[src/rtl/a2i_pkg.sv]
// a2i_pkg: shared types, constants and the digit decode function for the
// ascii to integer parser; no dependencies
package a2i_pkg;

   localparam int CHR_BITS       = 8;
   localparam int BASE_BITS      = 6;
   localparam int DIGIT_BITS     = 6;
   localparam int VALUE_BITS     = 64;
   localparam int CONSUMED_BITS  = 16;
   localparam int ERROR_BITS     = 2;
   localparam int RSP_DATA_BITS  = 88;
   localparam int CSR_INDEX_BITS = 1;

   // register indexes on the csr channel
   localparam logic [CSR_INDEX_BITS-1:0] CSR_BASE   = 1'b0;
   localparam logic [CSR_INDEX_BITS-1:0] CSR_SIGNED = 1'b1;

   // error codes
   localparam logic [ERROR_BITS-1:0] ERR_OK    = 2'd0;
   localparam logic [ERROR_BITS-1:0] ERR_RANGE = 2'd1;
   localparam logic [ERROR_BITS-1:0] ERR_BASE  = 2'd2;

   // bases
   localparam logic [BASE_BITS-1:0] BASE_AUTO = 6'd0;
   localparam logic [BASE_BITS-1:0] BASE_ONE  = 6'd1;
   localparam logic [BASE_BITS-1:0] BASE_MIN  = 6'd2;
   localparam logic [BASE_BITS-1:0] BASE_OCT  = 6'd8;
   localparam logic [BASE_BITS-1:0] BASE_DEC  = 6'd10;
   localparam logic [BASE_BITS-1:0] BASE_HEX  = 6'd16;
   localparam logic [BASE_BITS-1:0] BASE_MAX  = 6'd36;

   // digit code for a byte that is no digit at all, above every base
   localparam logic [DIGIT_BITS-1:0] DIGIT_NONE = 6'd63;

   // characters
   localparam logic [CHR_BITS-1:0] CHR_TAB   = 8'h09;
   localparam logic [CHR_BITS-1:0] CHR_CR    = 8'h0D;
   localparam logic [CHR_BITS-1:0] CHR_SPACE = 8'h20;
   localparam logic [CHR_BITS-1:0] CHR_PLUS  = 8'h2B;
   localparam logic [CHR_BITS-1:0] CHR_MINUS = 8'h2D;
   localparam logic [CHR_BITS-1:0] CHR_0     = 8'h30;
   localparam logic [CHR_BITS-1:0] CHR_9     = 8'h39;
   localparam logic [CHR_BITS-1:0] CHR_UA    = 8'h41;
   localparam logic [CHR_BITS-1:0] CHR_UX    = 8'h58;
   localparam logic [CHR_BITS-1:0] CHR_UZ    = 8'h5A;
   localparam logic [CHR_BITS-1:0] CHR_LA    = 8'h61;
   localparam logic [CHR_BITS-1:0] CHR_LX    = 8'h78;
   localparam logic [CHR_BITS-1:0] CHR_LZ    = 8'h7A;

   // limits
   localparam logic [VALUE_BITS-1:0] SIGNED_MAX   = 64'h7FFF_FFFF_FFFF_FFFF;
   localparam logic [VALUE_BITS-1:0] SIGNED_MIN   = 64'h8000_0000_0000_0000;
   localparam logic [VALUE_BITS-1:0] UNSIGNED_MAX = 64'hFFFF_FFFF_FFFF_FFFF;

   typedef enum logic [2:0] {
      PH_IDLE,
      PH_WS,
      PH_SIGNED,
      PH_ZERO,
      PH_ZERO_X,
      PH_DIGITS
   } phase_type;

   // which base a digit is checked against
   typedef enum logic [1:0] {
      BSEL_KEEP,
      BSEL_AUTO10,
      BSEL_AUTO8,
      BSEL_HEX
   } base_sel_type;

   // datapath state update
   typedef enum logic [2:0] {
      OP_NONE,
      OP_ADVANCE,
      OP_SIGN,
      OP_ZERO,
      OP_DIGIT,
      OP_BAD_BASE
   } dp_op_type;

   // result formed for the output register
   typedef enum logic [2:0] {
      EMIT_NONE,
      EMIT_FINISH,
      EMIT_OVERFLOW,
      EMIT_BAD_BASE,
      EMIT_DANGLING
   } emit_type;

   // selection issued before the character is judged
   typedef struct packed {
      logic         restart;
      base_sel_type base_sel;
   } sel_type;

   // command issued once the character is judged
   typedef struct packed {
      logic      fire;
      logic      load;
      dp_op_type op;
      emit_type  emit;
   } cmd_type;

   // character class and digit checks from the datapath
   typedef struct packed {
      logic is_ws;
      logic is_sign;
      logic is_zero;
      logic is_x;
      logic is_hex;
      logic wb_auto;
      logic cfg_bad;
      logic digit_ok;
      logic overflow;
   } stat_type;

   function automatic logic [DIGIT_BITS-1:0] digit_value(input logic [CHR_BITS-1:0] c);
      logic [DIGIT_BITS-1:0] d;
      d = DIGIT_NONE;
      if (c >= CHR_0 && c <= CHR_9) begin
         d = DIGIT_BITS'(c - CHR_0);
      end else if (c >= CHR_LA && c <= CHR_LZ) begin
         d = DIGIT_BITS'(c - CHR_LA) + BASE_DEC;
      end else if (c >= CHR_UA && c <= CHR_UZ) begin
         d = DIGIT_BITS'(c - CHR_UA) + BASE_DEC;
      end
      return d;
   endfunction

endpackage

[src/rtl/a2i_ctrl.sv]
// a2i_ctrl: conversion phase state machine and stream handshake control
// depends on a2i_pkg
module a2i_ctrl (
   input  logic              clock,
   input  logic              reset,
   input  logic              req_tvalid,
   input  logic              req_start,
   output logic              req_tready,
   output logic              rsp_tvalid,
   input  logic              rsp_tready,
   input  a2i_pkg::stat_type stat,
   output a2i_pkg::sel_type  sel,
   output a2i_pkg::cmd_type  cmd
);

   a2i_pkg::phase_type phase_ff, phase_in, eff_phase;
   a2i_pkg::phase_type take_next, first_next;
   logic               rsp_valid_ff, rsp_valid_in;
   logic               fire;
   logic               take_ok;

   assign req_tready = !rsp_valid_ff || rsp_tready;
   assign rsp_tvalid = rsp_valid_ff;
   assign fire       = req_tvalid && req_tready;

   // a start character is handled as if the phase were whitespace skip
   assign eff_phase  = req_start ? a2i_pkg::PH_WS : phase_ff;
   assign take_ok    = stat.digit_ok && !stat.overflow;
   assign take_next  = take_ok ? a2i_pkg::PH_DIGITS : a2i_pkg::PH_IDLE;
   assign first_next = (stat.wb_auto && stat.is_zero) ? a2i_pkg::PH_ZERO : take_next;

   // base selection depends on phase only
   always_comb begin
      sel.restart = fire && req_start;
      case (eff_phase)
         a2i_pkg::PH_ZERO:   sel.base_sel = a2i_pkg::BSEL_AUTO8;
         a2i_pkg::PH_ZERO_X: sel.base_sel = a2i_pkg::BSEL_HEX;
         a2i_pkg::PH_DIGITS: sel.base_sel = a2i_pkg::BSEL_KEEP;
         default:            sel.base_sel = a2i_pkg::BSEL_AUTO10;
      endcase
   end

   // next state
   always_comb begin
      phase_in = phase_ff;
      if (fire) begin
         if (req_start && stat.cfg_bad) begin
            phase_in = a2i_pkg::PH_IDLE;
         end else begin
            case (eff_phase)
               a2i_pkg::PH_WS: begin
                  if (stat.is_ws) phase_in = a2i_pkg::PH_WS;
                  else if (stat.is_sign) phase_in = a2i_pkg::PH_SIGNED;
                  else phase_in = first_next;
               end
               a2i_pkg::PH_SIGNED: phase_in = first_next;
               a2i_pkg::PH_ZERO: begin
                  phase_in = stat.is_x ? a2i_pkg::PH_ZERO_X : take_next;
               end
               a2i_pkg::PH_ZERO_X: begin
                  phase_in = stat.is_hex ? take_next : a2i_pkg::PH_IDLE;
               end
               a2i_pkg::PH_DIGITS: phase_in = take_next;
               default:            phase_in = a2i_pkg::PH_IDLE;
            endcase
         end
      end
   end

   // outputs
   always_comb begin
      cmd.fire = fire;
      cmd.op   = a2i_pkg::OP_NONE;
      cmd.emit = a2i_pkg::EMIT_NONE;
      if (req_start && stat.cfg_bad) begin
         cmd.op   = a2i_pkg::OP_BAD_BASE;
         cmd.emit = a2i_pkg::EMIT_BAD_BASE;
      end else begin
         case (eff_phase)
            a2i_pkg::PH_WS, a2i_pkg::PH_SIGNED: begin
               if (eff_phase == a2i_pkg::PH_WS && stat.is_ws) begin
                  cmd.op = a2i_pkg::OP_ADVANCE;
               end else if (eff_phase == a2i_pkg::PH_WS && stat.is_sign) begin
                  cmd.op = a2i_pkg::OP_SIGN;
               end else if (stat.wb_auto && stat.is_zero) begin
                  cmd.op = a2i_pkg::OP_ZERO;
               end else if (!stat.digit_ok) begin
                  cmd.emit = a2i_pkg::EMIT_FINISH;
               end else if (stat.overflow) begin
                  cmd.emit = a2i_pkg::EMIT_OVERFLOW;
               end else begin
                  cmd.op = a2i_pkg::OP_DIGIT;
               end
            end
            a2i_pkg::PH_ZERO, a2i_pkg::PH_ZERO_X, a2i_pkg::PH_DIGITS: begin
               if (eff_phase == a2i_pkg::PH_ZERO && stat.is_x) begin
                  cmd.op = a2i_pkg::OP_ADVANCE;
               end else if (eff_phase == a2i_pkg::PH_ZERO_X && !stat.is_hex) begin
                  cmd.emit = a2i_pkg::EMIT_DANGLING;
               end else if (!stat.digit_ok) begin
                  cmd.emit = a2i_pkg::EMIT_FINISH;
               end else if (stat.overflow) begin
                  cmd.emit = a2i_pkg::EMIT_OVERFLOW;
               end else begin
                  cmd.op = a2i_pkg::OP_DIGIT;
               end
            end
            default: begin
               cmd.op   = a2i_pkg::OP_NONE;
               cmd.emit = a2i_pkg::EMIT_NONE;
            end
         endcase
      end
      cmd.load = fire && (cmd.emit != a2i_pkg::EMIT_NONE);
   end

   always_comb begin
      if (cmd.load) rsp_valid_in = 1'b1;
      else if (rsp_tready) rsp_valid_in = 1'b0;
      else rsp_valid_in = rsp_valid_ff;
   end

   always_ff @(posedge clock) begin
      if (reset) begin
         phase_ff     <= a2i_pkg::PH_IDLE;
         rsp_valid_ff <= 1'b0;
      end else begin
         phase_ff     <= phase_in;
         rsp_valid_ff <= rsp_valid_in;
      end
   end

endmodule

[src/rtl/a2i_dpath.sv]
// a2i_dpath: configuration registers, accumulator with digit multiply-add
// and limit check, position counter and result register; depends on a2i_pkg
module a2i_dpath #(
   parameter int COUNT_BITS = 16
) (
   input  logic                                  clock,
   input  logic                                  reset,
   input  logic [a2i_pkg::CHR_BITS-1:0]          chr,
   input  a2i_pkg::sel_type                      sel,
   input  a2i_pkg::cmd_type                      cmd,
   output a2i_pkg::stat_type                     stat,
   input  logic                                  csr_valid,
   input  logic [a2i_pkg::CSR_INDEX_BITS-1:0]    csr_index,
   input  logic [a2i_pkg::BASE_BITS-1:0]         csr_wdata,
   output logic [a2i_pkg::VALUE_BITS-1:0]        rsp_value,
   output logic [a2i_pkg::CONSUMED_BITS-1:0]     rsp_consumed,
   output logic [a2i_pkg::ERROR_BITS-1:0]        rsp_error
);

   localparam int SUM_BITS  = a2i_pkg::VALUE_BITS + a2i_pkg::BASE_BITS + 1;
   localparam int WIDE_BITS = (COUNT_BITS > a2i_pkg::CONSUMED_BITS) ?
                              COUNT_BITS : a2i_pkg::CONSUMED_BITS;

   logic [a2i_pkg::BASE_BITS-1:0]     cfg_base_ff;
   logic                              cfg_signed_ff;

   logic [a2i_pkg::VALUE_BITS-1:0]    acc_ff, acc_in, acc_cur;
   logic                              neg_ff, neg_in, neg_cur;
   logic [COUNT_BITS-1:0]             pos_ff, pos_in, pos_cur, pos_adv;
   logic                              started_ff, started_in, started_cur;
   logic [a2i_pkg::BASE_BITS-1:0]     wb_ff, wb_in, wb_cur;

   logic [a2i_pkg::VALUE_BITS-1:0]    value_ff, value_in;
   logic [a2i_pkg::CONSUMED_BITS-1:0] consumed_ff, consumed_in;
   logic [a2i_pkg::ERROR_BITS-1:0]    error_ff, error_in;

   logic [a2i_pkg::DIGIT_BITS-1:0]    digit;
   logic [a2i_pkg::BASE_BITS-1:0]     base_pick, base_eff;
   logic [SUM_BITS-1:0]               sum;
   logic [a2i_pkg::VALUE_BITS-1:0]    limit;
   logic [COUNT_BITS-1:0]             pos_out;
   logic [WIDE_BITS-1:0]              pos_wide;

   // a start character sees cleared state and the configured base
   assign acc_cur     = sel.restart ? '0 : acc_ff;
   assign neg_cur     = sel.restart ? 1'b0 : neg_ff;
   assign pos_cur     = sel.restart ? '0 : pos_ff;
   assign started_cur = sel.restart ? 1'b0 : started_ff;
   assign wb_cur      = sel.restart ? cfg_base_ff : wb_ff;
   assign pos_adv     = (pos_cur == '1) ? pos_cur : pos_cur + 1'b1;

   assign digit = a2i_pkg::digit_value(chr);

   always_comb begin
      case (sel.base_sel)
         a2i_pkg::BSEL_AUTO10: begin
            base_pick = (wb_cur == a2i_pkg::BASE_AUTO) ? a2i_pkg::BASE_DEC : wb_cur;
         end
         a2i_pkg::BSEL_AUTO8: begin
            base_pick = (wb_cur == a2i_pkg::BASE_AUTO) ? a2i_pkg::BASE_OCT : wb_cur;
         end
         a2i_pkg::BSEL_HEX: base_pick = a2i_pkg::BASE_HEX;
         default:           base_pick = wb_cur;
      endcase
      if (base_pick < a2i_pkg::BASE_MIN || base_pick > a2i_pkg::BASE_MAX) begin
         base_eff = a2i_pkg::BASE_DEC;
      end else begin
         base_eff = base_pick;
      end
   end

   // exact overflow test: acc * base + digit above the limit
   always_comb begin
      if (cfg_signed_ff) limit = neg_cur ? a2i_pkg::SIGNED_MIN : a2i_pkg::SIGNED_MAX;
      else limit = a2i_pkg::UNSIGNED_MAX;
   end

   assign sum = SUM_BITS'(acc_cur) * SUM_BITS'(base_eff) + SUM_BITS'(digit);

   always_comb begin
      stat.is_ws    = (chr == a2i_pkg::CHR_SPACE) ||
                      (chr >= a2i_pkg::CHR_TAB && chr <= a2i_pkg::CHR_CR);
      stat.is_sign  = (chr == a2i_pkg::CHR_MINUS) || (chr == a2i_pkg::CHR_PLUS);
      stat.is_zero  = (chr == a2i_pkg::CHR_0);
      stat.is_x     = (chr == a2i_pkg::CHR_LX) || (chr == a2i_pkg::CHR_UX);
      stat.is_hex   = (digit < a2i_pkg::BASE_HEX);
      stat.wb_auto  = (wb_cur == a2i_pkg::BASE_AUTO) || (wb_cur == a2i_pkg::BASE_HEX);
      stat.cfg_bad  = (cfg_base_ff == a2i_pkg::BASE_ONE) ||
                      (cfg_base_ff > a2i_pkg::BASE_MAX);
      stat.digit_ok = (digit < base_eff);
      stat.overflow = (sum > SUM_BITS'(limit));
   end

   // state update
   always_comb begin
      acc_in     = acc_cur;
      neg_in     = neg_cur;
      pos_in     = pos_cur;
      started_in = started_cur;
      wb_in      = wb_cur;
      case (cmd.op)
         a2i_pkg::OP_ADVANCE: pos_in = pos_adv;
         a2i_pkg::OP_SIGN: begin
            neg_in = (chr == a2i_pkg::CHR_MINUS);
            pos_in = pos_adv;
         end
         a2i_pkg::OP_ZERO: begin
            acc_in     = '0;
            started_in = 1'b1;
            pos_in     = pos_adv;
         end
         a2i_pkg::OP_DIGIT: begin
            acc_in     = sum[a2i_pkg::VALUE_BITS-1:0];
            started_in = 1'b1;
            pos_in     = pos_adv;
            wb_in      = base_eff;
         end
         a2i_pkg::OP_BAD_BASE: wb_in = a2i_pkg::BASE_DEC;
         default: acc_in = acc_cur;
      endcase
   end

   // result forming, count saturates to the output width
   always_comb begin
      value_in = '0;
      error_in = a2i_pkg::ERR_OK;
      pos_out  = started_cur ? pos_cur : '0;
      case (cmd.emit)
         a2i_pkg::EMIT_FINISH: begin
            value_in = neg_cur ? ('0 - acc_cur) : acc_cur;
         end
         a2i_pkg::EMIT_OVERFLOW: begin
            error_in = a2i_pkg::ERR_RANGE;
            if (cfg_signed_ff) begin
               value_in = neg_cur ? a2i_pkg::SIGNED_MIN : a2i_pkg::SIGNED_MAX;
            end else begin
               value_in = a2i_pkg::UNSIGNED_MAX;
            end
         end
         a2i_pkg::EMIT_BAD_BASE: begin
            error_in = a2i_pkg::ERR_BASE;
            pos_out  = '0;
         end
         a2i_pkg::EMIT_DANGLING: begin
            pos_out = (pos_cur != '0) ? pos_cur - 1'b1 : '0;
         end
         default: value_in = '0;
      endcase
      pos_wide = WIDE_BITS'(pos_out);
      if (pos_wide > WIDE_BITS'({a2i_pkg::CONSUMED_BITS{1'b1}})) begin
         consumed_in = '1;
      end else begin
         consumed_in = pos_wide[a2i_pkg::CONSUMED_BITS-1:0];
      end
   end

   always_ff @(posedge clock) begin
      if (reset) begin
         cfg_base_ff   <= a2i_pkg::BASE_DEC;
         cfg_signed_ff <= 1'b1;
         acc_ff        <= '0;
         neg_ff        <= 1'b0;
         pos_ff        <= '0;
         started_ff    <= 1'b0;
         wb_ff         <= a2i_pkg::BASE_DEC;
      end else begin
         if (csr_valid) begin
            case (csr_index)
               a2i_pkg::CSR_BASE:   cfg_base_ff   <= csr_wdata;
               a2i_pkg::CSR_SIGNED: cfg_signed_ff <= csr_wdata[0];
               default:             cfg_base_ff   <= cfg_base_ff;
            endcase
         end
         if (cmd.fire) begin
            acc_ff     <= acc_in;
            neg_ff     <= neg_in;
            pos_ff     <= pos_in;
            started_ff <= started_in;
            wb_ff      <= wb_in;
         end
      end
   end

   always_ff @(posedge clock) begin
      if (cmd.load) begin
         value_ff    <= value_in;
         consumed_ff <= consumed_in;
         error_ff    <= error_in;
      end
   end

   assign rsp_value    = value_ff;
   assign rsp_consumed = consumed_ff;
   assign rsp_error    = error_ff;

endmodule

[src/rtl/ascii_to_integer_parser.sv]
// ascii_to_integer_parser: top level of the streaming string to integer
// converter; depends on a2i_pkg, a2i_ctrl and a2i_dpath
//
// usage
//  - req channel: one character per transaction, req_tdata is the byte and
//    req_tuser marks the first character of a new conversion
//  - the block skips whitespace, takes a sign, picks or strips the base
//    prefix and accumulates digits; the first byte that is not taken ends
//    the conversion and one rsp transaction carries value, consumed, error
//  - csr channel: index 0 is the base (0 auto, 2..36), index 1 is signed
//    mode; csr_ready is always high, write only while no conversion is open
//  - throughput: one character per cycle while no result blocks input; each
//    is judged when taken, with one 64 by 6 multiply-add and limit compare
//  - latency: the result is in the output register the cycle after the
//    ending character is accepted
//  - a result waiting in the output register blocks input while rsp_tready
//    is low; when rsp_tready is high input flows on with no gap
//  - reset: synchronous, clears the phase to idle, base to 10, signed mode
//    to 1 and drops any pending result; characters without a start mark
//    while idle are absorbed silently
module ascii_to_integer_parser #(
   parameter int COUNT_BITS = 16
) (
   input  logic                                    clock,
   input  logic                                    reset,
   // input characters
   input  logic                                    req_tvalid,
   output logic                                    req_tready,
   input  logic [7:0]                              req_tdata,   // chr
   input  logic                                    req_tuser,   // start_req
   // conversion results
   output logic                                    rsp_tvalid,
   input  logic                                    rsp_tready,
   // value [63:0], consumed [79:64], error [81:80], zero fill [87:82]
   output logic [a2i_pkg::RSP_DATA_BITS-1:0]       rsp_tdata,
   // register writes
   input  logic                                    csr_valid,
   output logic                                    csr_ready,
   input  logic [a2i_pkg::CSR_INDEX_BITS-1:0]      csr_index,
   input  logic [a2i_pkg::BASE_BITS-1:0]           csr_wdata
);

   localparam int FILL_BITS = a2i_pkg::RSP_DATA_BITS - a2i_pkg::VALUE_BITS -
                              a2i_pkg::CONSUMED_BITS - a2i_pkg::ERROR_BITS;

   a2i_pkg::sel_type                   sel;
   a2i_pkg::cmd_type                   cmd;
   a2i_pkg::stat_type                  stat;
   logic [a2i_pkg::VALUE_BITS-1:0]     value;
   logic [a2i_pkg::CONSUMED_BITS-1:0]  consumed;
   logic [a2i_pkg::ERROR_BITS-1:0]     error;

   // registers take a write in any cycle
   assign csr_ready = 1'b1;

   // phase machine and handshake
   a2i_ctrl u_ctrl (
      .clock      (clock),
      .reset      (reset),
      .req_tvalid (req_tvalid),
      .req_start  (req_tuser),
      .req_tready (req_tready),
      .rsp_tvalid (rsp_tvalid),
      .rsp_tready (rsp_tready),
      .stat       (stat),
      .sel        (sel),
      .cmd        (cmd)
   );

   // accumulator, counters, configuration and result register
   a2i_dpath #(
      .COUNT_BITS (COUNT_BITS)
   ) u_dpath (
      .clock        (clock),
      .reset        (reset),
      .chr          (req_tdata),
      .sel          (sel),
      .cmd          (cmd),
      .stat         (stat),
      .csr_valid    (csr_valid),
      .csr_index    (csr_index),
      .csr_wdata    (csr_wdata),
      .rsp_value    (value),
      .rsp_consumed (consumed),
      .rsp_error    (error)
   );

   // pack the result fields, lowest field first
   assign rsp_tdata = {{FILL_BITS{1'b0}}, error, consumed, value};

endmodule

[config.mk]
export PLATFORM = sky130hd
export DESIGN_NAME = ascii_to_integer_parser
export DESIGN_NICKNAME = d
export VERILOG_FILES = /design/src/rtl/a2i_pkg.sv /design/src/rtl/a2i_ctrl.sv /design/src/rtl/a2i_dpath.sv /design/src/rtl/ascii_to_integer_parser.sv
export SDC_FILE = /design/constraint.sdc
export NUM_CORES = 1
export LEC_CHECK = 0
export ABC_AREA = 1
export BUFFER_PORTS_ARGS = -buffer_cell sky130_fd_sc_hd__clkbuf_2
export CELL_PAD_IN_SITES_DETAIL_PLACEMENT = 1
export CELL_PAD_IN_SITES_GLOBAL_PLACEMENT = 2
export CORE_ASPECT_RATIO = 2
export CORE_MARGIN = 1.5
export CORE_UTILIZATION = 37
export DETAILED_ROUTE_END_ITERATION = 7
export PLACE_DENSITY = 0.9
export SYNTH_ARGS = -nofsm -noshare
export SYNTH_HDL_FRONTEND = slang
export SYNTH_HIERARCHICAL = 1
export SYNTH_SLANG_ARGS = --single-unit
export TNS_END_PERCENT = 50
[constraint.sdc]
create_clock -name clock -period 12.26 [get_ports clock]
set_input_delay 1.839 -clock clock [delete_from_list [all_inputs] [get_ports clock]]
set_output_delay 1.839 -clock clock [all_outputs]
set_load 0.02 [all_outputs]
==> results of run 1 <==
[registers in the layout, summed over array words and instances (netlist names), 2 cells and up]
signal and cells:
u_dpath/pos_ff 16, u_dpath/wb_ff 6, u_dpath/rsp_consumed 16, u_ctrl/phase_ff 3, u_dpath/rsp_error 2, u_dpath/rsp_value 64
u_dpath/acc_ff 64, u_dpath/cfg_base_ff 6
[cell usage after synthesis (all sizes together) (6+ instances only)]
| cell type | number |
|---|---|
| fa | 252 |
| or2 | 7 |
| nand3b | 10 |
| a31oi | 43 |
| nand4 | 47 |
| buf | 66 |
| nor3b | 11 |
| and2 | 21 |
| o21ai | 234 |
| inv | 708 |
| xnor2 | 6 |
| edfxtp | 82 |
| nor2 | 496 |
| nor4 | 8 |
| xor2 | 55 |
| a21oi | 215 |
| dfxtp | 99 |
| nand3 | 151 |
| nand2 | 1139 |
| o22ai | 12 |
| o211ai | 14 |
| o21bai | 18 |
| nor3 | 62 |
| ha | 231 |
| clkbuf | 59 |
| o311ai | 8 |
[layer usage]
| layer | vias to the layer above | GRT usage (%) |
|---|---|---|
| met1 | 13867 | 30.99 |
| met4 | 0 | 24.13 |
| met5 | - | 0 |
| li1 | 13085 | - |
| met3 | 359 | 2.709 |
| met2 | 809 | 58.32 |
[stage by stage]
stage / util, % / worst slack (ps) / instance area, sq um
2_1_floorplan: - / 1241 / 27640
3_3_place_gp: 40.05 / -19.30 / 29600
3_5_place_dp: 40.05 / -351.1 / 29600
4_1_cts: 40.99 / 120.3 / 30300
5_1_grt: 41.34 / -36.34 / 30560
6_report: 41.34 / 527.2 / 30560
[report_power, final]
part           switching, mW  internal (mW)  leakage [nW]
sequential            0.0352          0.723          1.60
clock                  0.269          0.390         0.347
combinational           1.36          0.623          14.4
[worst max-delay path: cells and delay by family]
| family | cells | cell delay [ps] |
|---|---|---|
| simple gates | 39 | 5130 |
| fa+ha+maj | 6 | 2580 |
| buf+inv | 14 | 1630 |
| compound gates | 4 | 640 |
| xor+xnor | 1 | 310 |
[what timing repair did]
item                                    4_1_cts  5_1_grt
endpoints found under the setup margin        0      135
setup buffers                                 0        4
gates resized for setup                       0       44
[kinds of logic (layout without fill, tap and decap cells)]
family                   after synthesis  after routing  synth area share [%]
adder cells (fa/ha/maj)              483            483                 28.72
XOR/XNOR                              61             61                 1.934
AND/OR/NAND/NOR                     1960           1961                 29.71
AO/OA/AOI/OAI                        570            570                 11.31
other                                  2              7               0.02719
buffers and inverters                834            952                 12.20
flip-flops                           181            181                 16.09
[worst max path at each step]
stage / start / end / slack, ps / depth (start not counted)
2_1_floorplan: rsp_tready / u_dpath/pos_ff[15] / 1240 / 80
5_1_grt: rsp_tready / u_dpath/pos_ff[14] / -40 / 71
3_5_place_dp: rsp_tready / u_dpath/pos_ff[14] / -350 / 67
4_1_cts: rsp_tready / u_dpath/pos_ff[14] / 120 / 67
3_3_place_gp: rsp_tready / u_dpath/pos_ff[15] / -20 / 69
6_report: req_tuser / u_dpath/pos_ff[14] / 530 / 64
[cell type report]
class / count / area [sq um]
Tap cell: 929 / 1162
Clock buffer: 30 / 685.7
Multi-Input combinational cell: 3082 / 20030
Timing Repair Buffer: 210 / 1541
Fill cell: 9722 / 43360
Clock inverter: 3 / 13.76
Sequential cell: 181 / 4444
Inverter: 709 / 2674
==> impl_metrics.ini, run 1 <==
[synthesis]
avgSynthCellArea_sq_um = 6.753
syn-cell-area_sq_mm = 0.02763
ys_seq_area_share_pct = 16.09
ys.flop_type = dfxtp_1
synth_area_leader_cell = fa_1
synth-async-reset-ratio_pct = 0
synth_area_leaders = fa_1 18%, nand2_1 15%, ha_1 10%
yosys_warnings = 6
synthCells = 4091
synth_top_area_share_pct = 18.26
synth_edf_count = 82
ys_types = 61
ys_seq_elements = 181

[setup_path]
cp_common_cell = nand2_1
crit_type = in -> reg
cp.required_ps = 12700
critical_path.startpoint_type = primary input
cp.arrival_ps = 12170
end_kind = register
r2r_slack_ps = 1550
cpPeakStageDelay_ps = 580
critical_path.slowest_cell = fa_1
worst_r2r_startpoint = u_ctrl/phase_ff[2]
reg2reg_to = u_dpath/pos_ff[14]
reg2reg_depth = 64
crit_fanout = 21

[place]
place.port_buffers = 104
gp_congestion = 1.032
hpwl_um = 98630
dp_cells = 5105

[layout]
mostFrequentLayoutCell = nand2_1
syn_to_final_growth_pct = 10.61
final_layout_size_suffix_gt1_share_pct = 9.134
final_cell_mix = 1090 x nand2_1, 680 x inv_1, 471 x nor2_1
diodes = 0
fin_nets = 4713
layout.cells.non_filler = 5144

[clock_tree]
cts_root_buf = clkbuf_16
ctsHtreeMaxLevel = 4
cts.sinks = 181
clk_pin_slew_ps = 80
cts_buffers = 25
clock_path_buffers = 3
cts_tree = yes
clkLatencyLatePin_ps = 530
hold_buffers = 0

[timing]
setup_tns_ps = 0
max_freq_ghz = 0.08523
final_hold_viol_count = 0
maxSlewViolCount = 0
layout_min_cycle_time_ps = 11730
setup_viol = 0
slew_headroom_pct = 19.34
min_period_over_period_pct = 95.70
hold_slack_ps = 475.1
clock_skew_ps = 30.49
worstMarginPinSlew_ps = 1205

[min_path]
min_to = u_ctrl/phase_ff[2]
min_from = u_ctrl/phase_ff[2]
hold_path_class = reg -> reg
worstHoldPathCells = 2

[route]
post_drt_wl_per_cell_um = 22.84
wl_met3_um = 4198
wl_um = 117500
routedLengthMet1_um = 40620
firstDrtPassIters = 5
detail_route.iter0.violations = 1241
vias = 28120
avgViaCountPerCell = 5.467
antenna_left = 0
drc = 0
dr_wl_met2_um = 61940
top_layer = met4

[power]
pwr_density_cell_mw_per_mm2 = 111.3
power.leakage_nw = 16.38
totalPowerFinal_mw = 3.402
peakVddDrop_mv = 0.08505

[status]
status = finished, final reports clean

[global_routing]
grt_max_degree = 84
antenna_found_initial = 0
grt_overflow = 0
grtUsageTotal_pct = 30.97
grt_pass1_wl_um = 178100
first_global_vias = 30484

[floorplanning]
fp.dieH_um = 389.4
start_util_pct = 37.37
rows = 141
io_pins = 112
fp.dieArea_sq_mm = 0.07641
die_width_um = 196.2
design.core.area_sq_mm = 0.07392

[flow_run]
cap_violations = 0
Power figures use the tool's default switching activity.
==> inputs of run 2 (changes only) <==
REMOVE_ABC_BUFFERS = 1   (was not set)
==> impl_metrics.ini, run 2 (synthesis gave the netlist of run 1 again) <==
[route]
antenna_left = 0
firstDrtPassIters = 5
post_drt_wl_per_cell_um = 23.24
avgViaCountPerCell = 5.417
vias = 28603
drc = 0
detail_route.iter0.violations = 1271
wl_um = 122700

[setup_path]
end_kind = register
cpPeakStageDelay_ps = 510
r2r_slack_ps = 1810
cp_common_cell = nand2_1
cp.required_ps = 12700
reg2reg_to = u_dpath/pos_ff[14]
reg2reg_depth = 61
cp.arrival_ps = 11970
crit_fanout = 15
critical_path.slowest_cell = fa_1
worst_r2r_startpoint = u_ctrl/phase_ff[2]
crit_type = in -> reg
critical_path.startpoint_type = primary input

[timing]
maxSlewViolCount = 0
final_hold_viol_count = 0
slew_headroom_pct = 9.120
max_freq_ghz = 0.08673
min_period_over_period_pct = 94.05
layout_min_cycle_time_ps = 11530
setup_slack_ps = 730.0
worstMarginPinSlew_ps = 1358
clock_skew_ps = 21.46
setup_viol = 0

[global_routing]
met1_usage_pct = 28.74
grtUsageTotal_pct = 32.50
antenna_found_initial = 1
grt_pass1_wl_um = 183600
grt_use_met3_pct = 3.402
use_met2_pct = 64.24
grt_max_degree = 91
grt_overflow = 0
top_usage_layer = met2
first_global_vias = 31466

[clock_tree]
cts_root_buf = clkbuf_16
cts_tree = yes
hold_buffers = 0
clk_pin_slew_ps = 80
clkLatencyLatePin_ps = 530
clock_path_buffers = 2
cts_buffers = 17
ctsHtreeMaxLevel = 4
cts.sinks = 181

[power]
pwr_density_cell_mw_per_mm2 = 107.2
totalPowerFinal_mw = 3.371
power.leakage_nw = 17.03
swShare_pct = 50.33
internal_power_mw = 1.675
clkPwrFrac_pct = 17.8
p_seq_share_pct = 22.5
peakVddDrop_mv = 0.1285
p_switching_mw = 1.697
comb_power_share_pct = 59.7

[layout]
seqCellArea_sq_mm = 0.004444
syn_to_final_growth_pct = 13.84
fillers = 9654
final_layout_size_suffix_gt1_share_pct = 11.81
final_cell_mix = 1095 x nand2_1, 680 x inv_1, 473 x nor2_1
mostFrequentLayoutCell = nand2_1
layout.cells.non_filler = 5280
fin_nets = 4842
multiInputGateArea_sq_mm = 0.01995
diodes = 0

[floorplanning]
rows = 141
start_util_pct = 37.37
fp.dieH_um = 389.4
design.core.area_sq_mm = 0.07392
die_width_um = 196.2
fp.dieArea_sq_mm = 0.07641
io_pins = 112

[place]
dp_cells = 5240
pre_cts_slack_ps = -121.5
place.port_buffers = 104
gp_congestion = 1.026
hpwl_um = 103400

[status]
status = finished, final reports clean

[min_path]
min_to = u_ctrl/phase_ff[2]
min_from = u_ctrl/phase_ff[2]
worstHoldPathCells = 2
hold_path_class = reg -> reg

[flow_run]
cap_violations = 0
-- run 2: final cells by class --
| type | instances | share of cell area, % |
|---|---|---|
| Multi-Input combinational cell | 3081 | 63.45 |
| Sequential cell | 181 | 14.13 |
| Inverter | 709 | 8.506 |
| Timing Repair Buffer | 348 | 8.327 |
| Tap cell | 929 | 3.696 |
| Clock buffer | 18 | 1.365 |
| Clock inverter | 14 | 0.5252 |
-- run 2: layer usage --
metal	vias up	wire length, um
met5	-	12
met4	2	12310
met3	437	3328
met2	746	67480
met1	14058	39580
li1	13360	-
-- run 2: worst max path at each step --
stage | from | to | slack (ps) | cells past startpoint
floorplan | rsp_tready | u_dpath/acc_ff[56] | -3410 | 75
global placement | req_tuser | u_dpath/pos_ff[15] | 40 | 62
detailed placement | req_tuser | u_dpath/pos_ff[15] | -120 | 62
CTS | req_tuser | u_dpath/pos_ff[15] | 400 | 62
global route | rsp_tready | u_dpath/pos_ff[14] | -90 | 79
finish | rsp_tready | u_dpath/pos_ff[14] | 730 | 65
-- run 2: timing repair --
item                       in CTS  in global routing
gates resized for setup         0                 31
setup endpoints to repair       0                 98
setup buffers                   0                  7
-- run 2: power groups by stage --
stage / sequential [mW] / clock, mW / combinational [mW]
after global routing: 0.764 / 0.628 / 2.21
after detailed placement: 0.771 / 0 / 1.98
after global placement: 0.771 / 0 / 1.94
after CTS: 0.758 / 0.616 / 2.00
after floorplan: 0.817 / 0 / 1.12
final: 0.757 / 0.601 / 2.01
-- run 2: stage by stage --
step	setup TNS (ps)	hold WS [ps]	instance area, sq um	utilization, %
floorplan	-515980	439.3	26940	-
global placement	0	456.9	30670	41.49
detailed placement	-343.3	464.1	30670	41.49
CTS	0	479.0	31260	42.29
global route	-201.3	498.3	31450	42.54
finish	0	473.9	31450	42.54
-- run 2: critical path: cells and delay by family --
family                   cells  cell delay [ps]
AND/OR/NAND/NOR             38             4420
AO/OA/AOI/OAI                6             1430
adder cells (fa/ha/maj)      6             2450
buffers and inverters       15             1790
